[src/sv/tch_pkg.sv]
// Shared constants, types and the arctangent table of the heading core.
package tch_pkg;

	localparam int AngleFracBits = 6;
	localparam int CordicIters   = 16;
	localparam int SqrtSteps     = 15;
	localparam int XW            = 48;
	localparam int ZW            = 26;
	localparam int AngW          = AngleFracBits + 11;
	localparam int RW            = AngleFracBits + 13;

	localparam logic signed [ZW-1:0] Z180     = ZW'(180 * 65536);
	localparam logic signed [ZW-1:0] ZRound   = ZW'(1 << (15 - AngleFracBits));
	localparam logic signed [RW-1:0] HalfTurn = RW'(180 << AngleFracBits);
	localparam logic signed [RW-1:0] FullTurn = RW'(360 << AngleFracBits);

	typedef struct packed {
		logic signed [15:0] sr;
		logic signed [15:0] sp;
		logic signed [15:0] mx;
		logic signed [15:0] my;
		logic signed [15:0] mz;
	} side_t;

	// atan(2^-i) in degrees, Q16
	function automatic logic signed [ZW-1:0] atan_deg(input int i);
		logic signed [ZW-1:0] a;
		case (i)
			0: a = ZW'(2949120);
			1: a = ZW'(1740967);
			2: a = ZW'(919879);
			3: a = ZW'(466945);
			4: a = ZW'(234379);
			5: a = ZW'(117304);
			6: a = ZW'(58666);
			7: a = ZW'(29335);
			8: a = ZW'(14668);
			9: a = ZW'(7334);
			10: a = ZW'(3667);
			11: a = ZW'(1833);
			12: a = ZW'(917);
			13: a = ZW'(458);
			14: a = ZW'(229);
			15: a = ZW'(115);
			16: a = ZW'(57);
			17: a = ZW'(29);
			18: a = ZW'(14);
			19: a = ZW'(7);
			20: a = ZW'(4);
			21: a = ZW'(2);
			22: a = ZW'(1);
			default: a = '0;
		endcase
		return a;
	endfunction

endpackage

[src/sv/tch_isqrt.sv]
// Pipelined integer square root, one root bit per stage, two lanes.
module tch_isqrt import tch_pkg::*; (
	input  logic               clk,
	input  logic               arst_n,
	input  logic               en,
	input  logic               in_v,
	input  side_t              in_side,
	input  logic [28:0]        arg_r,
	input  logic [28:0]        arg_p,
	output logic               out_v,
	output side_t              out_side,
	output logic signed [15:0] cos_r,
	output logic signed [15:0] cos_p
);

	typedef struct packed {
		logic [30:0] n;
		logic [30:0] root;
	} lane_t;

	function automatic lane_t step(input lane_t a, input logic [30:0] b);
		lane_t o;
		if (a.n >= a.root + b) begin
			o.n    = a.n - (a.root + b);
			o.root = (a.root >> 1) + b;
		end else begin
			o.n    = a.n;
			o.root = a.root >> 1;
		end
		return o;
	endfunction

	logic  v_s    [1:SqrtSteps];
	side_t side_s [1:SqrtSteps];
	lane_t r_s    [1:SqrtSteps];
	lane_t p_s    [1:SqrtSteps];

	for (genvar k = 0; k < SqrtSteps; k++) begin : g_step
		localparam logic [30:0] Bit = 31'(1) << (2 * (SqrtSteps - 1 - k));
		logic  cur_v;
		side_t cur_side;
		lane_t cur_r, cur_p;
		if (k == 0) begin : g_first
			assign cur_v    = in_v;
			assign cur_side = in_side;
			assign cur_r    = '{n: 31'(arg_r), root: '0};
			assign cur_p    = '{n: 31'(arg_p), root: '0};
		end else begin : g_mid
			assign cur_v    = v_s[k];
			assign cur_side = side_s[k];
			assign cur_r    = r_s[k];
			assign cur_p    = p_s[k];
		end
		always_ff @(posedge clk or negedge arst_n) begin
			if (!arst_n)
				v_s[k+1] <= 1'b0;
			else if (en)
				v_s[k+1] <= cur_v;
		end
		always_ff @(posedge clk) begin
			if (en) begin
				side_s[k+1] <= cur_side;
				r_s[k+1]    <= step(cur_r, Bit);
				p_s[k+1]    <= step(cur_p, Bit);
			end
		end
	end

	assign out_v    = v_s[SqrtSteps];
	assign out_side = side_s[SqrtSteps];
	assign cos_r    = 16'(r_s[SqrtSteps].root);
	assign cos_p    = 16'(p_s[SqrtSteps].root);

endmodule

[config.mk]
export PLATFORM = sky130hd
export DESIGN_NAME = tch_isqrt
export DESIGN_NICKNAME = d
export VERILOG_FILES = /design/src/sv/tch_pkg.sv /design/src/sv/tch_isqrt.sv
export SDC_FILE = /design/constraint.sdc
export NUM_CORES = 2
export LEC_CHECK = 0
export BUFFER_PORTS_ARGS = -buffer_cell sky130_fd_sc_hd__buf_4
export CAP_MARGIN = 20
export CELL_PAD_IN_SITES_DETAIL_PLACEMENT = 1
export CELL_PAD_IN_SITES_GLOBAL_PLACEMENT = 1
export CORE_MARGIN = 5
export CORE_UTILIZATION = 35
export CTS_CLUSTER_SIZE = 25
export DETAILED_ROUTE_END_ITERATION = 8
export PLACE_DENSITY = 0.6
export RECOVER_POWER = 100
export SYNTH_ARGS = -nofsm -noshare
export SYNTH_HDL_FRONTEND = slang
export SYNTH_SLANG_ARGS = --single-unit
[constraint.sdc]
create_clock -name clk -period 3.99 [get_ports clk]
set_input_delay 0.5985 -clock clk [delete_from_list [all_inputs] [get_ports clk]]
set_output_delay 0.5985 -clock clk [all_outputs]
set_load 0.02 [all_outputs]
# After elaboration in Yosys (flattened, before gate mapping)
# Memories as Yosys holds them, arrays and structs flattened.
# Index checks and enable logic that the tools add are counted.
# op_classes
addsub	86
magnitude_cmp	30
muxes	62
# op_table
cell	count
62-bit 2-to-1 mux	60
31-bit >= comparator	28
31-bit subtractor	28
30-bit by 1-bit adder with 31-bit output, second input constant	2
30-bit by 11-bit adder with 31-bit output, second input constant	2
30-bit by 13-bit adder with 31-bit output, second input constant	2
30-bit by 15-bit adder with 31-bit output, second input constant	2
30-bit by 17-bit adder with 31-bit output, second input constant	2
30-bit by 19-bit adder with 31-bit output, second input constant	2
30-bit by 21-bit adder with 31-bit output, second input constant	2
30-bit by 23-bit adder with 31-bit output, second input constant	2
30-bit by 25-bit adder with 31-bit output, second input constant	2
30-bit by 27-bit adder with 31-bit output, second input constant	2
30-bit by 3-bit adder with 31-bit output, second input constant	2
30-bit by 5-bit adder with 31-bit output, second input constant	2
30-bit by 7-bit adder with 31-bit output, second input constant	2
30-bit by 9-bit adder with 31-bit output, second input constant	2
31-bit by 1-bit adder with 31-bit output, second input constant	2
31-bit by 11-bit adder with 31-bit output, second input constant	2
31-bit by 13-bit adder with 31-bit output, second input constant	2
31-bit by 15-bit adder with 31-bit output, second input constant	2
31-bit by 17-bit adder with 31-bit output, second input constant	2
31-bit by 19-bit adder with 31-bit output, second input constant	2
31-bit by 21-bit adder with 31-bit output, second input constant	2
10 further kinds	20
# totals
regBits	15
ramBits	3060
in_bits	142
output_inout_bits	113
word_cells	196
mem_count	3
# mem_list
name	depth	width	rd	rd_clocked_by_memory_dff	wr	line	text
side_s	15	80	15	0	15	tch_isqrt.sv:34	side_t side_s [1:SqrtSteps];
p_s	15	62	15	0	15	tch_isqrt.sv:36	lane_t p_s [1:SqrtSteps];
r_s	15	62	15	0	15	tch_isqrt.sv:35	lane_t r_s [1:SqrtSteps];

# Longest topological paths before layout
# An unclocked memory read counts as a cell.
# depth
word_depth	5
depth_mapped	12
mapped_depth_nobuf	10

# Worst setup path before layout
# OpenSTA, ideal clock, no wires.
# synth_timing
kind	flip-flop to flip-flop
start	register, netlist name p_s[1][225]
end	register, netlist name p_s[1][304]
setup_time_ns	0.258
arrival_ns	2.723
t_required_ns	3.732
slack_ns	1.009
stages_incl_launch_ff	9
path_buffers	0
synth_period_minus_slack_ns	2.981
path_cell_list	edfxtp_1 > ha_1 > o21a_1 > o221ai_1 > a211oi_1 > and4b_4 > or4_4 > or4b_4 > xnor2_2

==> run summary <==
Via density - 4.65
CTS H-tree depth - 5
Crit. End Element - flop
IR drop worst, VDD - 0.000392 V
register area share after synthesis - 78.5%
clk_skew - 0.0881 ns
Vias - 44307
largest family of logic cells by synthesized area - simple AND/OR/NAND/NOR gates
Post-Synthesis Cells - 5277
slowest CP cell - or4_1
Area growth, synth to finish - 17.8%
DRC Markers - 0
Worst-path clk slew - 0.06 ns
Die Ht - 514 um
period utilisation layout - 89.3%
largest net degree at the start of global routing - 118
Max clock buf depth - 4
initial core utilization - 35.2%
crit path max fanout - 21
number of setup buffers added after CTS - 0
Synth cell types - 90
vias in the first global route - 47593
Slew Limit Fails - 625
WP data arrival - 4.16 ns
Mapped Avg Cell Area - 16.8 um^2
Post-Synth XOR/XNOR Area - 3.45%
clock share of power - 39.8%
WP buf/inv - 1
most frequent cells in the layout - edfxtp_1, inv_1, clkbuf_16
nets@finish - 6385
status - finished, violations left
die area - 0.264 mm^2
Fillers - 24960
fraction of registers with async set/reset - 0.646%
violated checks - capacitance limit, slew limit
CP max stage delay - 0.55 ns
Buffers on Ports - 252
switching portion of total power - 23.0%
flop-to-flop setup slack - 0.43 ns
Final setup viols - 0
register bit total from synthesis - 2321
number of top-level pins - 255
Hold Slack - 0.390 ns
crit path kind - reg2reg
Ys Warns - 0
grt ovf - 0
combinational share of power - 8.6%
min cycle time layout - 3.56 ns
commonest non-fill, non-tap cell in the layout - edfxtp_1
Flop pwr share - 51.7%
antenna-violating nets left - 0
Rel. slew slack - -39.5%
Worst Path Required - 4.59 ns
PD cells - 567 mW/mm^2
row cnt - 184
Initial DRC Count - 2145
unrepaired setup endpoints after global routing - no
clk sinks - 2321
Synth Area in Compound Gates - 5.05%
CTS tree - built
routed wire length - 164 mm
Worst-Margin Slew - 2.09 ns
Routed WL per cell - 17.2 um
P_int - 45.7 mW
Hold Violations, Final - 0
GPL Wtd Cong - 0.848
worst hold path class - reg2reg
total CTS buffers - 276
Detailed Routing Iterations Pass 1 - 7
Synth Area in Simple Gates - 7.07%
setup TNS - 0 ns
adder-cell area share of the yosys netlist - 3.69%
max cap viols - 12
Synth Flop Type - edfxtp_1
post-synthesis mux area share - 0.599%
die width - 514 um
Detail Placement HPWL - 111 mm
EDFF count, synth - 2306
Cell Area, Synth - 0.0887 mm^2
Total Power - 59.3 mW
first-pass GRT wire length - 264 mm
gr usage total - 12.4%
Max Fclk - 281 MHz
crit-path cells - ha_1 -> nor4_1 -> o21ai_0 -> or4_1 -> nor3_1 -> clkbuf_2 -> a211oi_1 -> a21o_1
LEAKAGE - 37.2 nW
antenna violations before repair - 2
Psw - 13.6 mW
CP delay by family, top - simple AND/OR/NAND/NOR gates
CTS root buf - clkbuf_16
Setup crit start kind - flop
Clock Latency Late Sink - 0.92 ns
core footprint - 0.252 mm^2
share of layout cells above drive strength 1 - 10.2%
-- worst reg2reg max path: stages, from the launching register on --
cell and delay (ns):
edfxtp_1 0.41, ha_1 0.23, nor4_1 0.45, o21ai_0 0.40, or4_1 0.55, nor3_1 0.53, clkbuf_2 0.47, a211oi_1 0.09
a21o_1 0.17
-- kinds of logic after synthesis --
| group | Yosys count |
|---|---|
| other cells | 1 |
| flops | 2321 |
| mux | 48 |
| simple gates | 1190 |
| compound gates | 715 |
| xor+xnor | 349 |
| buf+inv | 391 |
| fa+ha+maj | 262 |
-- repair_timing --
| action | CTS | global route |
|---|---|---|
| hold endpoints to repair | 154 | 0 |
| hold buffers | 141 | 0 |
| resized for setup | 0 | 0 |
-- Yosys cell counts (11+ instances only) --
library cell	number	area [um^2]
xor2_1	184	1610
nor3_1	121	606
nand3b_1	18	135
and3_1	15	93.8
or4_1	27	203
nand4b_1	16	140
nand2_1	268	1010
edfxtp_1	2306	69200
nor2_1	242	908
clkbuf_1	46	173
o21ai_0	225	1130
nor4b_1	15	131
inv_1	323	1210
or3_1	52	325
buf_2	11	55.1
o21a_1	56	420
a21o_1	61	458
a31oi_1	19	119
or2_2	16	100
nand2b_1	58	363
xnor2_1	164	1440
dfrtp_1	15	375
a211oi_1	23	173
o31a_1	11	96.3
nand4_1	47	294
a21oi_1	173	866
mux2_2	40	450
nor2b_1	35	219
nor4_1	132	826
and2_1	13	81.3
ha_1	262	3280
o211ai_1	17	128
nand3_1	61	305
o21bai_1	18	135
o31ai_1	25	188
-- per-layer routing --
layer  share of wire, %  global-route usage [%]  vias up
met4                3.7                    5.02        0
met5                  0                       0        -
met3                4.0                    2.60      329
li1                   -                       -    21581
met2                 48                    20.4      679
met1                 45                    16.0    21718
-- power by group through the flow --
stage / clock network, mW / registers (mW) / logic [mW]
6_report: 23.6 / 30.6 / 5.07
5_1_grt: 25.8 / 30.9 / 5.71
4_1_cts: 24.6 / 30.7 / 5.29
3_5_place_dp: 0 / 31.1 / 5.16
3_3_place_gp: 0 / 31.1 / 5.03
2_1_floorplan: 0 / 30.6 / 3.34
-- path summary, 6_finish.rpt --
kind,startpoint,end,depth (start not counted)
max reg2reg,p_s[1][174],p_s[1][229],8
min reg2reg,side_s[1][245],side_s[1][325],0
min,side_s[1][245],side_s[1][325],0
max,p_s[1][174],p_s[1][229],8
max in group asynchronous,arst_n,g_step[9].cur_v,3
min in group asynchronous,arst_n,out_v,3
-- final cells by class --
| cell class | instances | area (um^2) | area share [%] |
|---|---|---|---|
| diodes | 2 | 5.00 | 0.00479 |
| clock buffers | 330 | 7280 | 6.96 |
| clock inverters | 146 | 1290 | 1.24 |
| inverters | 325 | 1220 | 1.17 |
| multi-input cells | 2570 | 17600 | 16.8 |
| flip-flops and latches | 2321 | 69600 | 66.6 |
| well taps | 3348 | 4190 | 4.01 |
| repair buffers | 487 | 3320 | 3.18 |
-- state kept, by name, summed over array words and instances (netlist names) --
register      count
r_s             553
g_step.cur_v     14
side_s         1200
out_v             1
p_s             553
-- through the flow --
step	area [um^2]	utilization [%]	worst slack (ns)	instances
final	105000	41.5	0.426	9529
after global routing	105000	41.5	0.161	9529
after CTS	106000	41.9	0.449	9527
after detailed placement	95500	37.9	0.488	8910
after global placement	95500	37.9	0.523	8909
after floorplan	88800	-	1.01	5282
Note: power is estimated with default switching activity, not from simulation.
