<file path="config.mk">
export PLATFORM = sky130hd
export DESIGN_NAME = tch_sine
export DESIGN_NICKNAME = d
export VERILOG_FILES = /design/src/sv/tch_pkg.sv /design/src/sv/tch_sine.sv
export SDC_FILE = /design/constraint.sdc
export NUM_CORES = 2
export LEC_CHECK = 0
export ABC_CLOCK_PERIOD_IN_PS = 7100
export BUFFER_PORTS_ARGS = -buffer_cell sky130_fd_sc_hd__buf_2
export CAP_MARGIN = 20
export CELL_PAD_IN_SITES_DETAIL_PLACEMENT = 0
export CELL_PAD_IN_SITES_GLOBAL_PLACEMENT = 1
export CORE_ASPECT_RATIO = 1.75
export CORE_MARGIN = 10
export CORE_UTILIZATION = 25
export CTS_CLUSTER_SIZE = 24
export DETAILED_ROUTE_END_ITERATION = 8
export PLACE_DENSITY = 0.5
export SLEW_MARGIN = 15
export SYNTH_ARGS = -nofsm -noshare
export SYNTH_HDL_FRONTEND = slang
export SYNTH_SLANG_ARGS = --single-unit
export TNS_END_PERCENT = 20
</file>
<file path="constraint.sdc">
create_clock -name clk -period 7.1 [get_ports clk]
set_clock_uncertainty 0.2 [all_clocks]
set_input_delay 1.42 -clock clk [delete_from_list [all_inputs] [get_ports clk]]
set_output_delay 1.42 -clock clk [all_outputs]
set_load 0.02 [all_outputs]
</file>
<file path="src/sv/tch_pkg.sv">
// Shared constants, types and the arctangent table of the heading core.
package tch_pkg;

	localparam int AngleFracBits = 6;
	localparam int CordicIters   = 16;
	localparam int SqrtSteps     = 15;
	localparam int XW            = 48;
	localparam int ZW            = 26;
	localparam int AngW          = AngleFracBits + 11;
	localparam int RW            = AngleFracBits + 13;

	localparam logic signed [ZW-1:0] Z180     = ZW'(180 * 65536);
	localparam logic signed [ZW-1:0] ZRound   = ZW'(1 << (15 - AngleFracBits));
	localparam logic signed [RW-1:0] HalfTurn = RW'(180 << AngleFracBits);
	localparam logic signed [RW-1:0] FullTurn = RW'(360 << AngleFracBits);

	typedef struct packed {
		logic signed [15:0] sr;
		logic signed [15:0] sp;
		logic signed [15:0] mx;
		logic signed [15:0] my;
		logic signed [15:0] mz;
	} side_t;

	// atan(2^-i) in degrees, Q16
	function automatic logic signed [ZW-1:0] atan_deg(input int i);
		logic signed [ZW-1:0] a;
		case (i)
			0: a = ZW'(2949120);
			1: a = ZW'(1740967);
			2: a = ZW'(919879);
			3: a = ZW'(466945);
			4: a = ZW'(234379);
			5: a = ZW'(117304);
			6: a = ZW'(58666);
			7: a = ZW'(29335);
			8: a = ZW'(14668);
			9: a = ZW'(7334);
			10: a = ZW'(3667);
			11: a = ZW'(1833);
			12: a = ZW'(917);
			13: a = ZW'(458);
			14: a = ZW'(229);
			15: a = ZW'(115);
			16: a = ZW'(57);
			17: a = ZW'(29);
			18: a = ZW'(14);
			19: a = ZW'(7);
			20: a = ZW'(4);
			21: a = ZW'(2);
			22: a = ZW'(1);
			default: a = '0;
		endcase
		return a;
	endfunction

endpackage

</file>
<file path="src/sv/tch_sine.sv">
// Quaternion products, saturated Q14 sines and the square-root arguments.
module tch_sine import tch_pkg::*; (
	input  logic               clk,
	input  logic               arst_n,
	input  logic               en,
	input  logic               in_v,
	input  logic signed [15:0] quat_w,
	input  logic signed [15:0] quat_x,
	input  logic signed [15:0] quat_y,
	input  logic signed [15:0] quat_z,
	input  logic signed [15:0] mag_x,
	input  logic signed [15:0] mag_y,
	input  logic signed [15:0] mag_z,
	output logic               out_v,
	output side_t              side,
	output logic [28:0]        arg_r,
	output logic [28:0]        arg_p
);

	localparam logic signed [33:0] One28 = 34'sd268435456;

	function automatic logic signed [15:0] sat_round(input logic signed [33:0] s);
		logic signed [33:0] c;
		if (s > One28)
			c = One28;
		else if (s < -One28)
			c = -One28;
		else
			c = s;
		c = c + 34'sd8192;
		return c[29:14];
	endfunction

	logic signed [31:0] ra_s1, rb_s1, pa_s1, pb_s1;
	logic signed [15:0] mx_s1, my_s1, mz_s1;
	logic               v_s1, v_s2, v_s3;
	side_t              side_s2, side_s3;
	logic [28:0]        argr_s3, argp_s3;
	logic signed [33:0] r28, p28;
	logic signed [31:0] sqr, sqp;

	assign r28 = (34'(ra_s1) + 34'(rb_s1)) <<< 1;
	assign p28 = (34'(pa_s1) - 34'(pb_s1)) <<< 1;
	assign sqr = 32'(side_s2.sr) * 32'(side_s2.sr);
	assign sqp = 32'(side_s2.sp) * 32'(side_s2.sp);

	always_ff @(posedge clk or negedge arst_n) begin
		if (!arst_n) begin
			v_s1 <= 1'b0;
			v_s2 <= 1'b0;
			v_s3 <= 1'b0;
		end else if (en) begin
			v_s1 <= in_v;
			v_s2 <= v_s1;
			v_s3 <= v_s2;
		end
	end

	always_ff @(posedge clk) begin
		if (en) begin
			ra_s1      <= 32'(quat_w) * 32'(quat_x);
			rb_s1      <= 32'(quat_y) * 32'(quat_z);
			pa_s1      <= 32'(quat_w) * 32'(quat_y);
			pb_s1      <= 32'(quat_x) * 32'(quat_z);
			mx_s1      <= mag_x;
			my_s1      <= mag_y;
			mz_s1      <= mag_z;
			side_s2.sr <= sat_round(r28);
			side_s2.sp <= sat_round(p28);
			side_s2.mx <= mx_s1;
			side_s2.my <= my_s1;
			side_s2.mz <= mz_s1;
			side_s3    <= side_s2;
			argr_s3    <= 29'(32'sd268435456 - sqr);
			argp_s3    <= 29'(32'sd268435456 - sqp);
		end
	end

	assign out_v = v_s3;
	assign side  = side_s3;
	assign arg_r = argr_s3;
	assign arg_p = argp_s3;

endmodule

</file>
Word-level counts from Yosys, hierarchy flattened

Index checks and enable logic that the tools add are counted.

Bits in registers: 397
Bits of input ports: 116
Output and inout port bits: 139
Logic and storage cells: 44

Add/sub/neg operators: 6
$mul: 6
Order comparisons: 4
Mux-type cells: 6

Operators with widths:

| operator                                                                          | count |
|---|---|
| 30-bit two-way mux                                                                | 6 |
| 16-bit by 16-bit multiplier with 32-bit output                                    | 4 |
| 34-bit by 30-bit greater-than comparator with 1-bit output, second input constant | 2 |
| 34-bit by 29-bit less-than comparator with 1-bit output, second input constant    | 2 |
| 30-bit by 15-bit adder with 30-bit output, second input constant                  | 2 |
| 16-bit by 16-bit multiplier with 29-bit output                                    | 2 |
| 29-bit subtractor, first input constant                                           | 2 |
| 32-bit by 32-bit adder with 33-bit output                                         | 1 |
| 32-bit by 32-bit subtractor with 33-bit output                                    | 1 |

Longest topological paths before layout

Depth in word-level cells: 6
Depth in mapped cells: 28
Gate-level depth less buffers: 26

Least setup slack after synthesis

Ideal clock, no wire load.

Path kind: input port to flip-flop
From: input quat_w[7]
To: register ra_s1[30], data pin
Setup time: 0.261 ns
Data arrival time: 7.273 ns
Data required time: 6.639 ns
Setup slack: -0.634 ns
Cell stages on the path: 26
Path buffers: 1
Cell sequence: clkbuf_1 > nand2_1 > fa_1 > inv_1 > fa_1 > inv_1 > fa_1 > inv_1 > fa_1 > fa_1 > inv_1 > fa_1 > inv_1 > ha_1 > a21o_1 > a21oi_1 > o21bai_1 > a21oi_1 > nor2b_1 > o31ai_1 > a21oi_1 > o2111a_1 > o21a_1 > o21a_1 > and4b_1 > a311o_1

Word-level cells in the longest chain between the ends: 1

RTL lines:

| item                                           | RTL line       | text |
|---|---|---|
| start, declared                                | tch_sine.sv:7  | `input logic signed [15:0] quat_w,` |
| 16-bit by 16-bit multiplier with 32-bit output | tch_sine.sv:61 | `ra_s1 <= 32'(quat_w) * 32'(quat_x);` |
| end signal, assigned                           | tch_sine.sv:61 |  |
| end, declared                                  | tch_sine.sv:34 | `logic signed [31:0] ra_s1, rb_s1, pa_s1, pb_s1;` |

Every way passes these cells.
A chain may end at the register's enable or synchronous reset.

Final worst setup path

From: input quat_x[6]
To: register ra_s1[30], data pin

Word-level cells in the longest chain between the ends: 1

RTL lines:

| item                                           | RTL line       | text |
|---|---|---|
| start, declared                                | tch_sine.sv:8  | `input logic signed [15:0] quat_x,` |
| 16-bit by 16-bit multiplier with 32-bit output | tch_sine.sv:61 |  |

Every way passes these cells.

==> key figures <==
Run status
  – Outcome: complete, but fails checks
  – Failing checks: setup timing

Setup path
  – Reg2reg start: side_s2[71]$_DFFE_PP_
  – Crit path top cell by count: fa_1
  – Arrival @ worst endpoint: 7.47 ns
  – RR Endpoint: arg_r[27]$_DFFE_PP_
  – Crit. End Element: flop
  – Critical path fanouts, max: 5
  – Minimum setup slack among reg-to-reg paths: 0.07 ns
  – Cell with the largest stage delay on the worst path: fa_1
  – Worst setup startpoint: quat_x[6]
  – CP startpoint kind: input port
  – FF-to-FF path depth: 26
  – Type of the worst setup path: input port to flop
  – Highest cell delay on the worst timing path: approximately 0.53 ns
  – Required time at the worst-slack endpoint: 7.32 ns

STA
  – Minimum setup slack in the final design: -0.153 ns
  – Final number of max-transition violations: 0
  – Worst relative slew slack: 34.2%
  – Slew of the pin with the lowest slew margin: 0.975 ns
  – Total count of hold-check failures in the final report: 0
  – Max Fclk: 0.138 GHz
  – Clock period minus final worst setup slack: slightly above 7 ns
  – Setup Viol. Count Final: 6
  – Portion of the clock cycle consumed by the worst path in the final layout: 102%
  – Final hold slack: approximately 0.21 ns
  – Unrepaired setup endpoints after global routing: yes
  – Sum Neg Setup Slack: -0.570 ns

Logic synthesis
  – Number of storage elements in the synthesis netlist: 393
  – Syn avg cell area: 9.96 um^2
  – Area of the mapped netlist: 72400 um^2
  – Number of distinct standard cells referenced by the synthesized netlist: 83
  – Number of flops mapped to enable cells by yosys: 390
  – Most used DFF post-synth: edfxtp_1
  – Number of instances in the synthesized netlist: 7272
  – Synthesized net count: 9448
  – Sequential fraction of the synthesis area: 16.3%
  – Async S/R FF share, synth: 0.763%
  – Yosys Warn Count: 0

Final layout
  – Filler cell count in the final layout: 30500
  – Final Instance Area: 86900 um^2
  – Ratio of cells with drive above 1 in the final layout: 16.7%
  – Final nets: 10300
  – Relative area change from synthesis to final layout: 20.0%

Drt
  – Routed wire length: approximately 230000 um
  – Vias after detailed routing: about 50000
  – Iter 0 DRT Violations: roughly 2100
  – Vias per std cell: 4.25
  – DRC viols: 0
  – Post-DR wirelength/cell: 19.0 um
  – Length of the first detailed-routing pass in iterations: 8
  – Antenna-violating nets left: 0

Die
  – Effective utilization at floorplan: 25.1%
  – Die area: 312000 um^2
  – Die outline height: between 700 and 800 um
  – Io pins: 255
  – Placeable core region: 289000 um^2
  – Die X: 427 um
  – Core Rows: around 260

Clocking
  – # hold bufs at CTS: 0
  – CTS sink cnt: just under 400
  – Clock transition at the registers of the reported paths: 0.06 ns
  – TritonCTS clock tree: done
  – Clk_lat worst skew: around 0.68 ns
  – Buffers from clock root to sink, at most: 3
  – Number of buffers added by the clock tree synthesis step: 44
  – Root Buffer: clkbuf_16
  – H-tree Lvls: 2

Placement
  – Number of port buffers: 254
  – Hpwl dp: approximately 200000 um
  – Placer congestion estimate: 0.869
  – Cell area after placement: 83900 um^2

Min path
  – Start point of the worst min-delay path: mz_s1[7]$_DFFE_PP_
  – Worst hold path type: flop to flop
  – Hold endpoint: side_s2[7]$_DFFE_PP_
  – Hold-critical path depth: 0

Global routing
  – Number of antenna violations at the first check in global routing: 16
  – Via count of the first global-routing pass: 58600
  – First-pass GRT wire length: roughly 350000 um
  – All-Layer GR Usage: between 10% and 20%
  – Overall overflow remaining after global route: 0
  – Pin count of the biggest net entering global routing: 117

Run
  – Max cap viols: 0
cell usage in the layout, fill, tap and decap left out, types with 32 or more instances in the layout:
cell type,n
nor3_1,41
a21oi_1,161
and2_1,575
xor2_1,80
o21bai_1,32
nor2b_1,47
xnor2_1,230
o21ai_0,69
clkbuf_16,44
a21o_1,80
nand3_1,53
buf_2,219
buf_4,747
nand2b_1,46
buf_12,41
nor2_1,199
ha_1,561
fa_2,36
o21a_1,40
nand2_1,726
inv_1,1751
buf_6,55
fa_1,1440
edfxtp_1,390
metal layers:
metal	share of wire, %	routed length, um	global-route usage (%)
met1	37	84400	15.6
met2	56	128000	29.3
met5	0.023	53	0
met3	2.6	5820	1.23
met4	4.3	9810	5.34
synthesized netlist by cell type, types with 7 or more instances:
master,count,area (um^2)
a211o_1,10,87.6
a211oi_1,26,195
a21boi_0,12,90.1
a21o_1,80,601
a21oi_1,178,891
a31oi_1,22,138
a41oi_1,7,61.3
and2_1,598,3740
and3_1,26,163
and4_1,11,96.3
clkbuf_1,254,953
edfxtp_1,390,11700
fa_1,1476,29500
ha_1,584,7310
inv_1,1768,6640
nand2_1,731,2740
nand2b_1,46,288
nand3_1,54,270
nand4_1,22,138
nor2_1,205,769
nor2_2,7,43.8
nor2b_1,48,300
nor3_1,42,210
nor4_1,11,68.8
o211ai_1,14,105
o21a_1,40,300
o21ai_0,76,380
o21ai_1,8,40.0
o21bai_1,33,248
o31ai_1,12,90.1
or2_2,13,81.3
or3_1,20,125
or4_1,7,52.6
xnor2_1,233,2040
xor2_1,81,709
worst max path at each step:
| stage | endpoint | slack, ns | depth (start not counted) |
|---|---|---|---|
| 3_3_place_gp | rb_s1[30]$_DFFE_PP_ | -1.13 | 25 |
| 3_5_place_dp | ra_s1[30]$_DFFE_PP_ | -1.15 | 22 |
| 2_1_floorplan | ra_s1[30]$_DFFE_PP_ | -0.30 | 22 |
| 5_1_grt | rb_s1[30]$_DFFE_PP_ | -0.32 | 25 |
| 4_1_cts | pa_s1[24]$_DFFE_PP_ | -0.11 | 22 |
| 6_report | ra_s1[30]$_DFFE_PP_ | -0.15 | 25 |
cell families after synthesis:
family	Yosys count	synth area share, %
AO/OA/AOI/OAI	595	5.48
XOR/XNOR	314	3.80
adder cells (fa/ha/maj)	2060	50.9
buffers and inverters	2038	10.6
flip-flops	393	16.3
multiplexers	8	0.121
AND/OR/NAND/NOR	1864	12.8
sequential cells by signal (all words and copies together), names as in the netlist, 27 cells and up:
signal / count
arg_p: 27
arg_r: 27
pa_s1: 32
pb_s1: 32
ra_s1: 32
rb_s1: 32
side: 80
side_s2: 80
critical path, delay by kind of cell:
family          cells  cell delay, ns
buf+inv             6            0.73
fa+ha+maj           7            3.14
simple gates        2            0.34
compound gates     10            1.83
area by class of cell:
| cell class | instances | area, um^2 | area share (%) |
|---|---|---|---|
| diodes | 8 | 20.0 | 0.0230 |
| clock buffers | 49 | 1120 | 1.29 |
| clock inverters | 33 | 388 | 0.446 |
| inverters | 1768 | 6640 | 7.64 |
| multi-input cells | 4841 | 53800 | 61.9 |
| flip-flops and latches | 393 | 11800 | 13.6 |
| well taps | 3813 | 4770 | 5.49 |
| repair buffers | 1079 | 8380 | 9.65 |
stage by stage:
stage	cells	worst slack [ns]	util (%)
floorplan	7272	-0.304	-
global placement	11800	-1.13	29.1
detailed placement	11800	-1.15	29.1
CTS	12000	-0.113	29.9
global route	12000	-0.323	30.1
finish	12000	-0.153	30.1
timing repair:
action / 4_1_cts / 5_1_grt
gates resized for setup: 167 / 110
pin swaps: 78 / 45
setup endpoints to repair: 30 / 39
cloned: 1 / 0
setup buffers: 40 / 10
endpoints found under the hold margin: 0 / 0
Power is left out: the tool's default activity adds up to more than one toggle a clock period on the data nets, which glitch-free logic cannot reach.
